File: config.mk
export PLATFORM = sky130hd
export DESIGN_NAME = parking_distance_indicator_unit
export DESIGN_NICKNAME = d
export VERILOG_FILES = /design/src/hdl/pdi_pkg.sv /design/src/hdl/pdi_cfg.sv /design/src/hdl/pdi_band.sv /design/src/hdl/pdi_ctrl.sv /design/src/hdl/parking_distance_indicator_unit.sv
export SDC_FILE = /design/constraint.sdc
export NUM_CORES = 1
export LEC_CHECK = 0
export ABC_AREA = 0
export BUFFER_PORTS_ARGS = -buffer_cell sky130_fd_sc_hd__buf_4
export CAP_MARGIN = 30
export CELL_PAD_IN_SITES_DETAIL_PLACEMENT = 1
export CELL_PAD_IN_SITES_GLOBAL_PLACEMENT = 2
export CORE_MARGIN = 3
export CORE_UTILIZATION = 32
export DETAILED_ROUTE_END_ITERATION = 8
export PLACE_DENSITY_LB_ADDON = 0.1
export SYNTH_ARGS = -nofsm -noshare
export SYNTH_HDL_FRONTEND = slang
export SYNTH_SLANG_ARGS = --single-unit
export TNS_END_PERCENT = 1
File: constraint.sdc
create_clock -name clk_i -period 9.5 [get_ports clk_i]
set_input_delay 0 -clock clk_i [delete_from_list [all_inputs] [get_ports clk_i]]
set_output_delay 0 -clock clk_i [all_outputs]
set_load 0.02 [all_outputs]
File: src/hdl/pdi_pkg.sv
// ----------------------------------------------------------------------------
// pdi_pkg
// types, codes and constants of the parking distance indicator
// ----------------------------------------------------------------------------
package pdi_pkg;

  localparam int unsigned DEF_MAX_STOP_TENTHS = 60;

  localparam int unsigned FUNC_W      = 3;
  localparam int unsigned MM_W        = 16;
  localparam int unsigned SHOWN_W     = 12;
  localparam int unsigned WIN_W       = 10;
  localparam int unsigned HOLD_W      = 16;
  localparam int unsigned OFS_W       = 6;
  localparam int unsigned INIT_W      = 6;
  localparam int unsigned CFG_IDX_W   = 2;
  localparam int unsigned CFG_DATA_W  = 16;
  localparam int unsigned IN_TDATA_W  = 24;
  // band, in_edit, awake, save_request, shown_tenths, shown_valid
  localparam int unsigned OUT_FIXED_W = 19;

  localparam logic [WIN_W-1:0]  RST_WINDOW    = WIN_W'(150);
  localparam logic [HOLD_W-1:0] RST_HOLD      = HOLD_W'(10000);
  localparam logic [OFS_W-1:0]  RST_OFFSET    = OFS_W'(20);
  localparam logic [INIT_W-1:0] RST_INIT_STOP = INIT_W'(5);

  // 25*mm against 762*tenths is mm*100 against tenths*3048
  localparam int unsigned MM_X25_W     = 21;
  localparam int unsigned TENTH_X25_MM = 762;
  localparam int unsigned TENTH_X25_W  = 10;
  // (25*mm + 381) / 762 rounds mm to tenths of a foot
  localparam int unsigned HALF_ROUND   = 381;
  localparam int unsigned RECIP_381    = 1409111;
  localparam int unsigned RECIP_W      = 21;
  localparam int unsigned RECIP_SHIFT  = 29;

  typedef enum logic [FUNC_W-1:0] {
    FUNC_TICK   = 3'd0,
    FUNC_MOTION = 3'd1,
    FUNC_UP     = 3'd2,
    FUNC_DOWN   = 3'd3,
    FUNC_SAMPLE = 3'd4
  } func_e;

  typedef enum logic [2:0] {
    BAND_STOP  = 3'd0,
    BAND_SLOW  = 3'd1,
    BAND_CLEAR = 3'd2,
    BAND_EDIT  = 3'd3,
    BAND_OFF   = 3'd4
  } band_e;

  typedef enum logic [CFG_IDX_W-1:0] {
    CFG_WINDOW    = 2'd0,
    CFG_HOLD      = 2'd1,
    CFG_OFFSET    = 2'd2,
    CFG_INIT_STOP = 2'd3
  } cfg_idx_e;

  typedef struct packed {
    logic [WIN_W-1:0]  window;
    logic [HOLD_W-1:0] hold;
    logic [OFS_W-1:0]  offset;
    logic [INIT_W-1:0] init_stop;
    logic              stop_load;
  } cfg_t;

  typedef struct packed {
    band_e              band;
    logic [SHOWN_W-1:0] shown;
  } band_res_t;

  typedef struct packed {
    band_e              band;
    logic               in_edit;
    logic               awake;
    logic               save;
    logic [SHOWN_W-1:0] shown;
    logic               shown_ok;
  } res_t;

endpackage

File: src/hdl/pdi_cfg.sv
// ----------------------------------------------------------------------------
// pdi_cfg
// configuration registers with zero-as-one handling of window and hold
// ----------------------------------------------------------------------------
module pdi_cfg (
  input  logic                             clk_i,
  input  logic                             rst_ni,
  input  logic                             cfg_we_i,
  input  logic [pdi_pkg::CFG_IDX_W-1:0]    cfg_idx_i,
  input  logic [pdi_pkg::CFG_DATA_W-1:0]   cfg_data_i,
  output pdi_pkg::cfg_t                    cfg_o
);
  import pdi_pkg::*;

  logic [WIN_W-1:0]  window_q;
  logic [HOLD_W-1:0] hold_q;
  logic [OFS_W-1:0]  offset_q;
  cfg_idx_e          idx;

  assign idx = cfg_idx_e'(cfg_idx_i);

  always_ff @(posedge clk_i or negedge rst_ni) begin
    if (!rst_ni) begin
      window_q <= RST_WINDOW;
      hold_q   <= RST_HOLD;
      offset_q <= RST_OFFSET;
    end else if (cfg_we_i) begin
      case (idx)
        CFG_WINDOW:    window_q <= cfg_data_i[WIN_W-1:0];
        CFG_HOLD:      hold_q   <= cfg_data_i[HOLD_W-1:0];
        CFG_OFFSET:    offset_q <= cfg_data_i[OFS_W-1:0];
        default: ;
      endcase
    end
  end

  always_comb begin
    cfg_o.window    = (window_q == '0) ? WIN_W'(1) : window_q;
    cfg_o.hold      = (hold_q == '0) ? HOLD_W'(1) : hold_q;
    cfg_o.offset    = offset_q;
    cfg_o.init_stop = cfg_data_i[INIT_W-1:0];
    cfg_o.stop_load = cfg_we_i && (idx == CFG_INIT_STOP);
  end

endmodule

File: src/hdl/pdi_band.sv
// ----------------------------------------------------------------------------
// pdi_band
// sample banding against stop and slow thresholds, rounding to tenths
// ----------------------------------------------------------------------------
module pdi_band #(
  parameter int unsigned MAX_STOP_TENTHS = pdi_pkg::DEF_MAX_STOP_TENTHS
) (
  input  logic [$clog2(MAX_STOP_TENTHS+1)-1:0] stop_i,
  input  logic [pdi_pkg::OFS_W-1:0]            offset_i,
  input  logic                                 sample_valid_i,
  input  logic [pdi_pkg::MM_W-1:0]             sample_mm_i,
  output pdi_pkg::band_res_t                   res_o
);
  import pdi_pkg::*;

  localparam int unsigned StopW = $clog2(MAX_STOP_TENTHS + 1);
  localparam int unsigned SumW  = ((StopW > OFS_W) ? StopW : OFS_W) + 1;
  localparam int unsigned NearW = StopW + TENTH_X25_W;
  localparam int unsigned MidW  = SumW + TENTH_X25_W;
  localparam int unsigned CmpW  = (MidW > MM_X25_W) ? MidW : MM_X25_W;
  localparam int unsigned ProdW = (MM_X25_W - 1) + RECIP_W;

  logic [MM_X25_W-1:0] mm25;
  logic [MM_X25_W-1:0] rnd;
  logic [ProdW-1:0]    prod;
  logic [SumW-1:0]     mid_tenths;
  logic [NearW-1:0]    near25;
  logic [MidW-1:0]     mid25;
  logic                above_mid;
  logic                above_near;

  assign mm25 = (MM_X25_W'(sample_mm_i) << 4) + (MM_X25_W'(sample_mm_i) << 3)
              + MM_X25_W'(sample_mm_i);

  assign mid_tenths = SumW'(stop_i) + SumW'(offset_i);
  assign near25     = NearW'(stop_i) * NearW'(TENTH_X25_MM);
  assign mid25      = MidW'(mid_tenths) * MidW'(TENTH_X25_MM);

  assign above_mid  = CmpW'(mm25) > CmpW'(mid25);
  assign above_near = CmpW'(mm25) > CmpW'(near25);

  // halve, then divide by 381 through the reciprocal
  assign rnd  = mm25 + MM_X25_W'(HALF_ROUND);
  assign prod = ProdW'(rnd[MM_X25_W-1:1]) * ProdW'(RECIP_381);

  always_comb begin
    if (!sample_valid_i || above_mid) begin
      res_o.band = BAND_CLEAR;
    end else if (above_near) begin
      res_o.band = BAND_SLOW;
    end else begin
      res_o.band = BAND_STOP;
    end
    res_o.shown = prod[RECIP_SHIFT +: SHOWN_W];
  end

endmodule

File: src/hdl/pdi_ctrl.sv
// ----------------------------------------------------------------------------
// pdi_ctrl
// event state: buttons, step timers, edit mode, wake hold and last band
// ----------------------------------------------------------------------------
module pdi_ctrl #(
  parameter int unsigned MAX_STOP_TENTHS = pdi_pkg::DEF_MAX_STOP_TENTHS
) (
  input  logic                                 clk_i,
  input  logic                                 rst_ni,
  input  pdi_pkg::cfg_t                        cfg_i,
  input  logic                                 ev_en_i,
  input  pdi_pkg::func_e                       func_i,
  input  logic                                 level_i,
  input  logic                                 sample_valid_i,
  input  pdi_pkg::band_res_t                   band_i,
  output logic [$clog2(MAX_STOP_TENTHS+1)-1:0] stop_q_o,
  output logic [$clog2(MAX_STOP_TENTHS+1)-1:0] res_stop_o,
  output pdi_pkg::res_t                        res_o
);
  import pdi_pkg::*;

  localparam int unsigned StopW = $clog2(MAX_STOP_TENTHS + 1);
  localparam int unsigned ClW   = (StopW > INIT_W) ? StopW : INIT_W;
  localparam int unsigned StopRst =
    (RST_INIT_STOP < 1) ? 1 :
    ((RST_INIT_STOP > MAX_STOP_TENTHS) ? MAX_STOP_TENTHS : RST_INIT_STOP);

  logic               edit_q, edit_d;
  logic [StopW-1:0]   stop_q, stop_d;
  logic               up_held_q, up_held_d;
  logic               dn_held_q, dn_held_d;
  logic [WIN_W-1:0]   up_pend_q, up_pend_d;
  logic [WIN_W-1:0]   dn_pend_q, dn_pend_d;
  logic               motion_q, motion_d;
  logic [HOLD_W-1:0]  hold_q, hold_d;
  logic               awake_q, awake_d;
  band_e              last_band_q, last_band_d;
  logic [SHOWN_W-1:0] shown_q, shown_d;
  logic               shown_ok_q, shown_ok_d;
  logic               save;
  logic [StopW-1:0]   stop_t;
  logic [HOLD_W-1:0]  hold_t;
  logic               is_up;
  logic               peer_held;
  logic [ClW-1:0]     init_ext;
  logic [StopW-1:0]   init_clamped;

  assign init_ext = ClW'(cfg_i.init_stop);

  always_comb begin
    if (init_ext == '0) begin
      init_clamped = StopW'(1);
    end else if (init_ext > ClW'(MAX_STOP_TENTHS)) begin
      init_clamped = StopW'(MAX_STOP_TENTHS);
    end else begin
      init_clamped = init_ext[StopW-1:0];
    end
  end

  always_comb begin
    edit_d      = edit_q;
    stop_d      = stop_q;
    up_held_d   = up_held_q;
    dn_held_d   = dn_held_q;
    up_pend_d   = up_pend_q;
    dn_pend_d   = dn_pend_q;
    motion_d    = motion_q;
    hold_d      = hold_q;
    awake_d     = awake_q;
    last_band_d = last_band_q;
    shown_d     = shown_q;
    shown_ok_d  = shown_ok_q;
    save        = 1'b0;
    stop_t      = stop_q;
    hold_t      = hold_q;
    is_up       = (func_i == FUNC_UP);
    peer_held   = is_up ? dn_held_q : up_held_q;

    if (ev_en_i) begin
      case (func_i)
        FUNC_TICK: begin
          // up step first, then down step on the result
          if (up_pend_q != '0) begin
            up_pend_d = up_pend_q - WIN_W'(1);
            if (up_pend_q == WIN_W'(1) && edit_q && stop_t < StopW'(MAX_STOP_TENTHS)) begin
              stop_t = stop_t + StopW'(1);
            end
          end
          if (dn_pend_q != '0) begin
            dn_pend_d = dn_pend_q - WIN_W'(1);
            if (dn_pend_q == WIN_W'(1) && edit_q && stop_t > StopW'(1)) begin
              stop_t = stop_t - StopW'(1);
            end
          end
          stop_d = stop_t;
          if (awake_q) begin
            if (motion_q || edit_q) begin
              hold_d = cfg_i.hold;
            end else begin
              if (hold_q != '0) begin
                hold_t = hold_q - HOLD_W'(1);
              end
              hold_d = hold_t;
              if (hold_t == '0) begin
                awake_d     = 1'b0;
                last_band_d = BAND_OFF;
              end
            end
          end
        end
        FUNC_MOTION: begin
          motion_d = level_i;
          if (level_i) begin
            awake_d = 1'b1;
            hold_d  = cfg_i.hold;
          end
        end
        FUNC_UP, FUNC_DOWN: begin
          if (is_up) begin
            up_held_d = level_i;
          end else begin
            dn_held_d = level_i;
          end
          if (level_i) begin
            if (peer_held) begin
              // chord
              up_pend_d = '0;
              dn_pend_d = '0;
              if (!edit_q) begin
                edit_d  = 1'b1;
                awake_d = 1'b1;
                hold_d  = cfg_i.hold;
              end else begin
                edit_d = 1'b0;
                save   = 1'b1;
              end
            end else if (is_up) begin
              if (up_pend_q == '0) begin
                up_pend_d = cfg_i.window;
              end
            end else begin
              if (dn_pend_q == '0) begin
                dn_pend_d = cfg_i.window;
              end
            end
          end
        end
        FUNC_SAMPLE: begin
          if (awake_q && !edit_q) begin
            last_band_d = band_i.band;
            shown_ok_d  = sample_valid_i;
            if (sample_valid_i) begin
              shown_d = band_i.shown;
            end
          end
        end
        default: ;
      endcase
    end

    if (cfg_i.stop_load) begin
      stop_d = init_clamped;
    end
  end

  always_ff @(posedge clk_i or negedge rst_ni) begin
    if (!rst_ni) begin
      edit_q      <= 1'b0;
      stop_q      <= StopW'(StopRst);
      up_held_q   <= 1'b0;
      dn_held_q   <= 1'b0;
      up_pend_q   <= '0;
      dn_pend_q   <= '0;
      motion_q    <= 1'b0;
      hold_q      <= '0;
      awake_q     <= 1'b0;
      last_band_q <= BAND_OFF;
      shown_q     <= '0;
      shown_ok_q  <= 1'b0;
    end else begin
      edit_q      <= edit_d;
      stop_q      <= stop_d;
      up_held_q   <= up_held_d;
      dn_held_q   <= dn_held_d;
      up_pend_q   <= up_pend_d;
      dn_pend_q   <= dn_pend_d;
      motion_q    <= motion_d;
      hold_q      <= hold_d;
      awake_q     <= awake_d;
      last_band_q <= last_band_d;
      shown_q     <= shown_d;
      shown_ok_q  <= shown_ok_d;
    end
  end

  always_comb begin
    if (!awake_d) begin
      res_o.band = BAND_OFF;
    end else if (edit_d) begin
      res_o.band = BAND_EDIT;
    end else begin
      res_o.band = last_band_d;
    end
    res_o.in_edit  = edit_d;
    res_o.awake    = awake_d;
    res_o.save     = save;
    res_o.shown    = shown_d;
    res_o.shown_ok = shown_ok_d;
  end

  assign stop_q_o   = stop_q;
  assign res_stop_o = stop_d;

endmodule

File: src/hdl/parking_distance_indicator_unit.sv
// ----------------------------------------------------------------------------
// parking_distance_indicator_unit: parking-assist controller, one result per event
// path: input register, then output register; a stalled result holds the input register
// throughput: one transaction per cycle while the result is not stalled, set by the single-pass state update
// reset: asynchronous, clears state and valid flags but not the data registers, stop distance back to 5
// ----------------------------------------------------------------------------
module parking_distance_indicator_unit #(
  parameter int unsigned MAX_STOP_TENTHS = pdi_pkg::DEF_MAX_STOP_TENTHS
) (
  input  logic                                clk_i,
  input  logic                                rst_ni,
  input  logic                                s_axis_tvalid,
  output logic                                s_axis_tready,
  // level, sample_valid, sample_mm[15:0]
  input  logic [pdi_pkg::IN_TDATA_W-1:0]      s_axis_tdata,
  // func[2:0]
  input  logic [pdi_pkg::FUNC_W-1:0]          s_axis_tuser,
  output logic                                m_axis_tvalid,
  input  logic                                m_axis_tready,
  // band[2:0], stop_tenths, in_edit, awake, save_request, shown_tenths[11:0],
  // shown_valid
  output logic [((pdi_pkg::OUT_FIXED_W + $clog2(MAX_STOP_TENTHS+1) + 7) / 8) * 8 - 1:0]
                                              m_axis_tdata,
  input  logic                                cfg_we_i,
  input  logic [pdi_pkg::CFG_IDX_W-1:0]       cfg_idx_i,
  input  logic [pdi_pkg::CFG_DATA_W-1:0]      cfg_data_i
);
  import pdi_pkg::*;

  localparam int unsigned StopW = $clog2(MAX_STOP_TENTHS + 1);
  localparam int unsigned OutW  = ((OUT_FIXED_W + StopW + 7) / 8) * 8;

  cfg_t             cfg;
  band_res_t        band_res;
  res_t             res;
  logic [StopW-1:0] stop_q;
  logic [StopW-1:0] res_stop;

  logic             in_vld_q, in_vld_d;
  func_e            in_func_q;
  logic             in_level_q;
  logic             in_svalid_q;
  logic [MM_W-1:0]  in_mm_q;
  logic             out_vld_q, out_vld_d;
  logic [OutW-1:0]  out_data_q, out_data_d;
  logic             in_take;
  logic             adv;

  assign adv           = in_vld_q && (!out_vld_q || m_axis_tready);
  assign s_axis_tready = !in_vld_q || adv;
  assign in_take       = s_axis_tvalid && s_axis_tready;
  assign in_vld_d      = in_take || (in_vld_q && !adv);
  assign out_vld_d     = adv || (out_vld_q && !m_axis_tready);

  pdi_cfg u_cfg (
    .clk_i      (clk_i),
    .rst_ni     (rst_ni),
    .cfg_we_i   (cfg_we_i),
    .cfg_idx_i  (cfg_idx_i),
    .cfg_data_i (cfg_data_i),
    .cfg_o      (cfg)
  );

  pdi_band #(
    .MAX_STOP_TENTHS (MAX_STOP_TENTHS)
  ) u_band (
    .stop_i         (stop_q),
    .offset_i       (cfg.offset),
    .sample_valid_i (in_svalid_q),
    .sample_mm_i    (in_mm_q),
    .res_o          (band_res)
  );

  pdi_ctrl #(
    .MAX_STOP_TENTHS (MAX_STOP_TENTHS)
  ) u_ctrl (
    .clk_i          (clk_i),
    .rst_ni         (rst_ni),
    .cfg_i          (cfg),
    .ev_en_i        (adv),
    .func_i         (in_func_q),
    .level_i        (in_level_q),
    .sample_valid_i (in_svalid_q),
    .band_i         (band_res),
    .stop_q_o       (stop_q),
    .res_stop_o     (res_stop),
    .res_o          (res)
  );

  assign out_data_d = OutW'({res.shown_ok, res.shown, res.save, res.awake, res.in_edit,
                             res_stop, res.band});

  always_ff @(posedge clk_i or negedge rst_ni) begin
    if (!rst_ni) begin
      in_vld_q  <= 1'b0;
      out_vld_q <= 1'b0;
    end else begin
      in_vld_q  <= in_vld_d;
      out_vld_q <= out_vld_d;
    end
  end

  always_ff @(posedge clk_i) begin
    if (in_take) begin
      in_func_q   <= func_e'(s_axis_tuser);
      in_level_q  <= s_axis_tdata[0];
      in_svalid_q <= s_axis_tdata[1];
      in_mm_q     <= s_axis_tdata[2 +: MM_W];
    end
    if (adv) begin
      out_data_q <= out_data_d;
    end
  end

  assign m_axis_tvalid = out_vld_q;
  assign m_axis_tdata  = out_data_q;

endmodule

**Yosys cells after proc, flatten, opt, wreduce, memory -nomap -nowiden**

Cells that the tools add are included.

- Output and inout bits: 34
- Logic and storage cells: 177
- Flip-flop bits (word level): 143
- Bits of input ports: 50

- Bitwise logic cells: 1
- Multiplexer cells: 69
- Order comparisons: 5
- Reductions and logical operators: 46
- Multipliers: 3
- $add $sub $neg: 9
- Equality and inequality tests: 20

Operator list:

| cell | number |
|---|---|
| two-way mux 16 bit | 12 |
| two-way mux 10 bit | 11 |
| two-way mux 6 bit | 11 |
| two-way mux 12 bit | 4 |
| one-hot mux 16 bit (3 select lines) | 1 |
| multiplier 20 x 21 -> 41 bit (second input constant) | 1 |
| one-hot mux 10 bit (2 select lines) | 2 |
| logical NOT 16 bit | 2 |
| logical NOT 10 bit | 3 |
| adder 20 x 19 -> 21 bit | 1 |
| adder 21 x 16 -> 21 bit | 1 |
| adder 21 x 9 -> 21 bit (second input constant) | 1 |
| > comparator 21 x 16 -> 1 bit | 1 |
| > comparator 21 x 17 -> 1 bit | 1 |
| equality test 10 x 1 -> 1 bit (second input constant) | 2 |
| nonzero test 10 bit | 2 |
| subtractor 10 x 1 -> 10 bit (second input constant) | 2 |
| two-way mux 1 bit | 19 |
| two-way mux 3 bit | 6 |
| multiplier 7 x 9 -> 16 bit (second input constant) | 1 |
| nonzero test 16 bit | 1 |
| subtractor 16 x 1 -> 16 bit (second input constant) | 1 |
| multiplier 6 x 9 -> 15 bit (second input constant) | 1 |
| AND reduction 6 bit | 2 |
| 31 further kinds | 64 |

**Depth between registers and ports, before layout**

- Depth in word-level cells: 14
- Depth in mapped cells: 38

**Cells and area by module**

A second synthesis with hierarchy kept.

- Cell total of the unflattened synthesis: 1,892
- Area total of the unflattened synthesis: 18,251.3 um^2

By module, submodules not included:

| module | instances | cells an instance | area an instance (um^2) |
|---|---|---|---|
| pdi_band | 1 | 1,203 | 10,936.7 |
| pdi_ctrl | 1 | 518 | 4,295.4 |
| parking_distance_indicator_unit | 1 | 62 | 1,541.5 |
| pdi_cfg | 1 | 109 | 1,477.7 |

**Worst setup path after synthesis**

Ideal clock, no wire load.

- Kind: reg-to-reg
- Start: register in_mm_q[1]
- End: register out_data_q[21] (netlist: m_axis_tdata[21]), data pin
- Setup slack: 316 ps
- Setup time: 187 ps
- Arrival time: 8,997 ps
- Stages on the path, launching flop included: 38
- Cell sequence: edfxtp_1 -> inv_1 -> fa_1 -> inv_1 -> ha_1 -> inv_1 -> fa_1 -> nor2b_1 -> o31a_1 -> o21a_1 -> nor2_1 -> xnor2_1 -> o2111ai_1 -> nor3_1 -> and3_1 -> xor2_1 -> ha_1 -> inv_1 -> [... 2 more ...] -> inv_1 -> fa_1 -> inv_1 -> fa_1 -> inv_1 -> fa_1 -> inv_1 -> fa_1 -> inv_1 -> ha_1 -> a21o_1 -> nand3_1 -> nand3b_1 -> or4b_2 -> a31oi_1 -> a21boi_0 -> o21a_1 -> o31ai_1

RTL lines:

| item | RTL line | source |
|---|---|---|
| start: declaration | parking_distance_indicator_unit.sv:43 | `logic [MM_W-1:0] in_mm_q;` |
| start signal: assignment | parking_distance_indicator_unit.sv:108 | `in_mm_q <= s_axis_tdata[2 +: MM_W];` |
| end signal: assignment | parking_distance_indicator_unit.sv:111 | `out_data_q <= out_data_d;` |
| end: declaration | parking_distance_indicator_unit.sv:45 | `logic [OutW-1:0] out_data_q, out_data_d;` |

==> metrics.txt <==
status=completed; CP arrival=9.43 ns; RePlAce Congestion=0.8339; Clock Tree Buf Depth=2; number of synthesized flops with an enable pin=46; Crit Path Max Fanout=6; first-pass GRT wire length=85940 um; asr flop ratio synth=67.83%; DPL Wire Length=44740 um; initial antenna violation count=0; Routed Antenna Nets=0; Slew Limit Fails=0; Relative slew margins=33.28%; met3 wire len=1100 um; largest net degree at the start of global routing=between 50 and 60; slowest stage delay, CP=0.57 ns; DRT met1 WL=25570 um; Initial DRC Count=roughly 450; core footprint=55520 um^2; Final period util=between 90 and 100%; Seq cells post-synth=143; Clock transition at path regs=~0.070 ns; Worst Setup End Kind=register; Synth Flop Type=dfrtp_1; sequential element share of the synthesized area=21.12%; CTS tree=yes; htree depth=4; total number of vias=14240; FP Rows=86; Avg WL per Cell=18.80 um; clock sink count=143; synth unique cells=between 70 and 80; cell count after synthesis=1924; Critical Path End=m_axis_tdata[14]; GRT Util Overall=between 15 and 20%; Chip Height=243.9 um; fin nets=2614; slew at the pin closest to its max-slew limit=0.9917 ns; Post-Synth Simple-Gate Area=11.09%; fmax=about 110 MHz; commonest non-fill, non-tap cell in the layout=inv_1; post-synthesis compound-gate area fraction=roughly 14%; max layer used=met4; fin crit period=9.254 ns; Worst Hold Class=primary input to asynchronous set/reset pin; port buffer count=70; Routed WL=53520 um; Top cell by count, worst path=fa_1; Synth warnings=0; Util after Layout=38.11%; worst r2r src=in_mm_q[0]; CP Launch Type=register; Via density=roughly 5.0; pre-CTS WS=-0.3106 ns; Synth Area in XOR/XNOR=3.827%; IO Pins=84; Mapped Avg Cell Area=approximately 9.4 um^2; Pre-Repair DR Iteration Count=4; final setup vio count=0; Setup TNS=0 ns; synthesized area=between 15000 and 20000 um^2; number of global-route vias before repair=approximately 16000; design area=~21000 um^2; Die ar.=59500 um^2; CP Launch Point=in_mm_q[0]; adder-cell share of the synthesized area=between 30% and 40%; n_diodes=0; Clock Skew=roughly 0.016 ns; RSZ-0062 raised after global routing=yes; gr ovfl total=0; reg-to-reg endpoint=m_axis_tdata[14]; combinational family with the most area after synthesis=adder cells; multiplexer area fraction after synthesis=between 2 and 3%; Area growth, synth to finish=16.82%; CTS root buffer=clkbuf_16; DP Area=19850 um^2; met2 routed wirelength=26340 um; most frequent cells in the layout=340 x inv_1, 331 x ha_1, 141 x buf_4; DRC=0; R2R cell count=36; critical path class=register to register; share of cells above drive strength 1=between 10% and 20%; WP data required=9.67 ns; Max-Cap Viols=0; Reg2Reg Setup Slack=0.25 ns; clk_lat worst skew=0.47 ns; setup ws final=0.2459 ns; Slowest cell on crit path=fa_1; Fin. Hold Viols=0; DIE WIDTH=243.9 um; Num CTS Buffers=17; Initial Util=32.62%
[synth_stat cells, drive strengths merged (12+ instances only)]
cell type	count	area share (%)
a211oi	19	0.79
a21o	35	1.5
a21oi	109	3.0
a22oi	12	0.50
buf	14	0.54
clkbuf	31	0.64
dfrtp	83	11
dfstp	14	2.0
edfxtp	46	7.6
fa	142	16
ha	336	23
inv	342	7.1
mux2	36	2.2
nand2	81	1.7
nand2b	18	0.62
nand3	27	0.75
nand4	25	0.86
nor2	114	2.4
nor2b	14	0.48
nor3	44	1.2
nor4	20	0.97
o211ai	14	0.58
o21a	21	0.87
o21ai	106	2.9
xnor2	51	2.6
xor2	26	1.3
[final cells by class]
| class | count | area [um^2] |
|---|---|---|
| Fill cell | 6374 | 34360 |
| Multi-Input combinational cell | 1400 | 13080 |
| Sequential cell | 143 | 3826 |
| Timing Repair Buffer | 182 | 1469 |
| Inverter | 342 | 1284 |
| Tap cell | 748 | 935.9 |
| Clock buffer | 17 | 425.4 |
| Clock inverter | 15 | 140.1 |
[per-layer routing]
layer  global-route usage (%)  up-vias
li1                         -     6935
met1                    24.48     7133
met2                    31.54      144
met3                    2.399       28
met4                    3.791        0
met5                        0        -
[stage by stage]
step	hold WS, ns	std cells
3_3_place_gp	0.07900	2764
2_1_floorplan	-0.2956	1930
3_5_place_dp	0.06765	2765
6_report	0.07838	2847
4_1_cts	0.06070	2838
5_1_grt	0.08496	2847
[worst max-delay path: cells and delay by family (launching register included)]
kind	cells	cell delay, ns
compound gates	11	1.97
xor+xnor	3	0.64
fa+ha+maj	11	4.78
buf+inv	7	0.58
flops	1	0.37
simple gates	4	0.60
[sequential cells by signal (all words and copies together), names as in the netlist, 6 cells and up]
signal and flops:
in_mm_q 16, m_axis_tdata 25, u_cfg.hold_q 16, u_cfg.offset_q 6
u_cfg.window_q 10, u_ctrl.dn_pend_q 10, u_ctrl.hold_q 16, u_ctrl.shown_q 12
u_ctrl.stop_q_o 6, u_ctrl.up_pend_q 10
[cell families (layout without fill, tap and decap cells)]
| family | count (synthesis) | in the layout |
|---|---|---|
| adders and majority gates | 478 | 478 |
| AOI/OAI and AO/OA | 401 | 401 |
| and+or+nand+nor | 395 | 395 |
| buffers and inverters | 387 | 556 |
| DFF | 143 | 143 |
| xor gates and xnor gates | 77 | 77 |
| muxes | 42 | 42 |
| other | 1 | 7 |
[how the worst min path moves through the flow]
stage                     endpoint  depth (start not counted)
2_1_floorplan             in_vld_q                          0
3_3_place_gp   u_ctrl.dn_pend_q[5]                          1
3_5_place_dp   u_ctrl.dn_pend_q[5]                          1
4_1_cts          u_cfg.window_q[5]                          4
5_1_grt          u_cfg.window_q[4]                          4
6_report       u_ctrl.dn_pend_q[5]                          2
[repair_timing]
| item | CTS | global route |
|---|---|---|
| hold buffers | 41 | 0 |
| pin swaps | 0 | 19 |
| gates resized for setup | 7 | 54 |
| setup buffers | 0 | 8 |
| setup endpoints to repair | 14 | 24 |
| hold endpoints to repair | 108 | 0 |
Power is left out: the tool's default activity adds up to more than one toggle a clock period on the data nets, which glitch-free logic cannot reach.
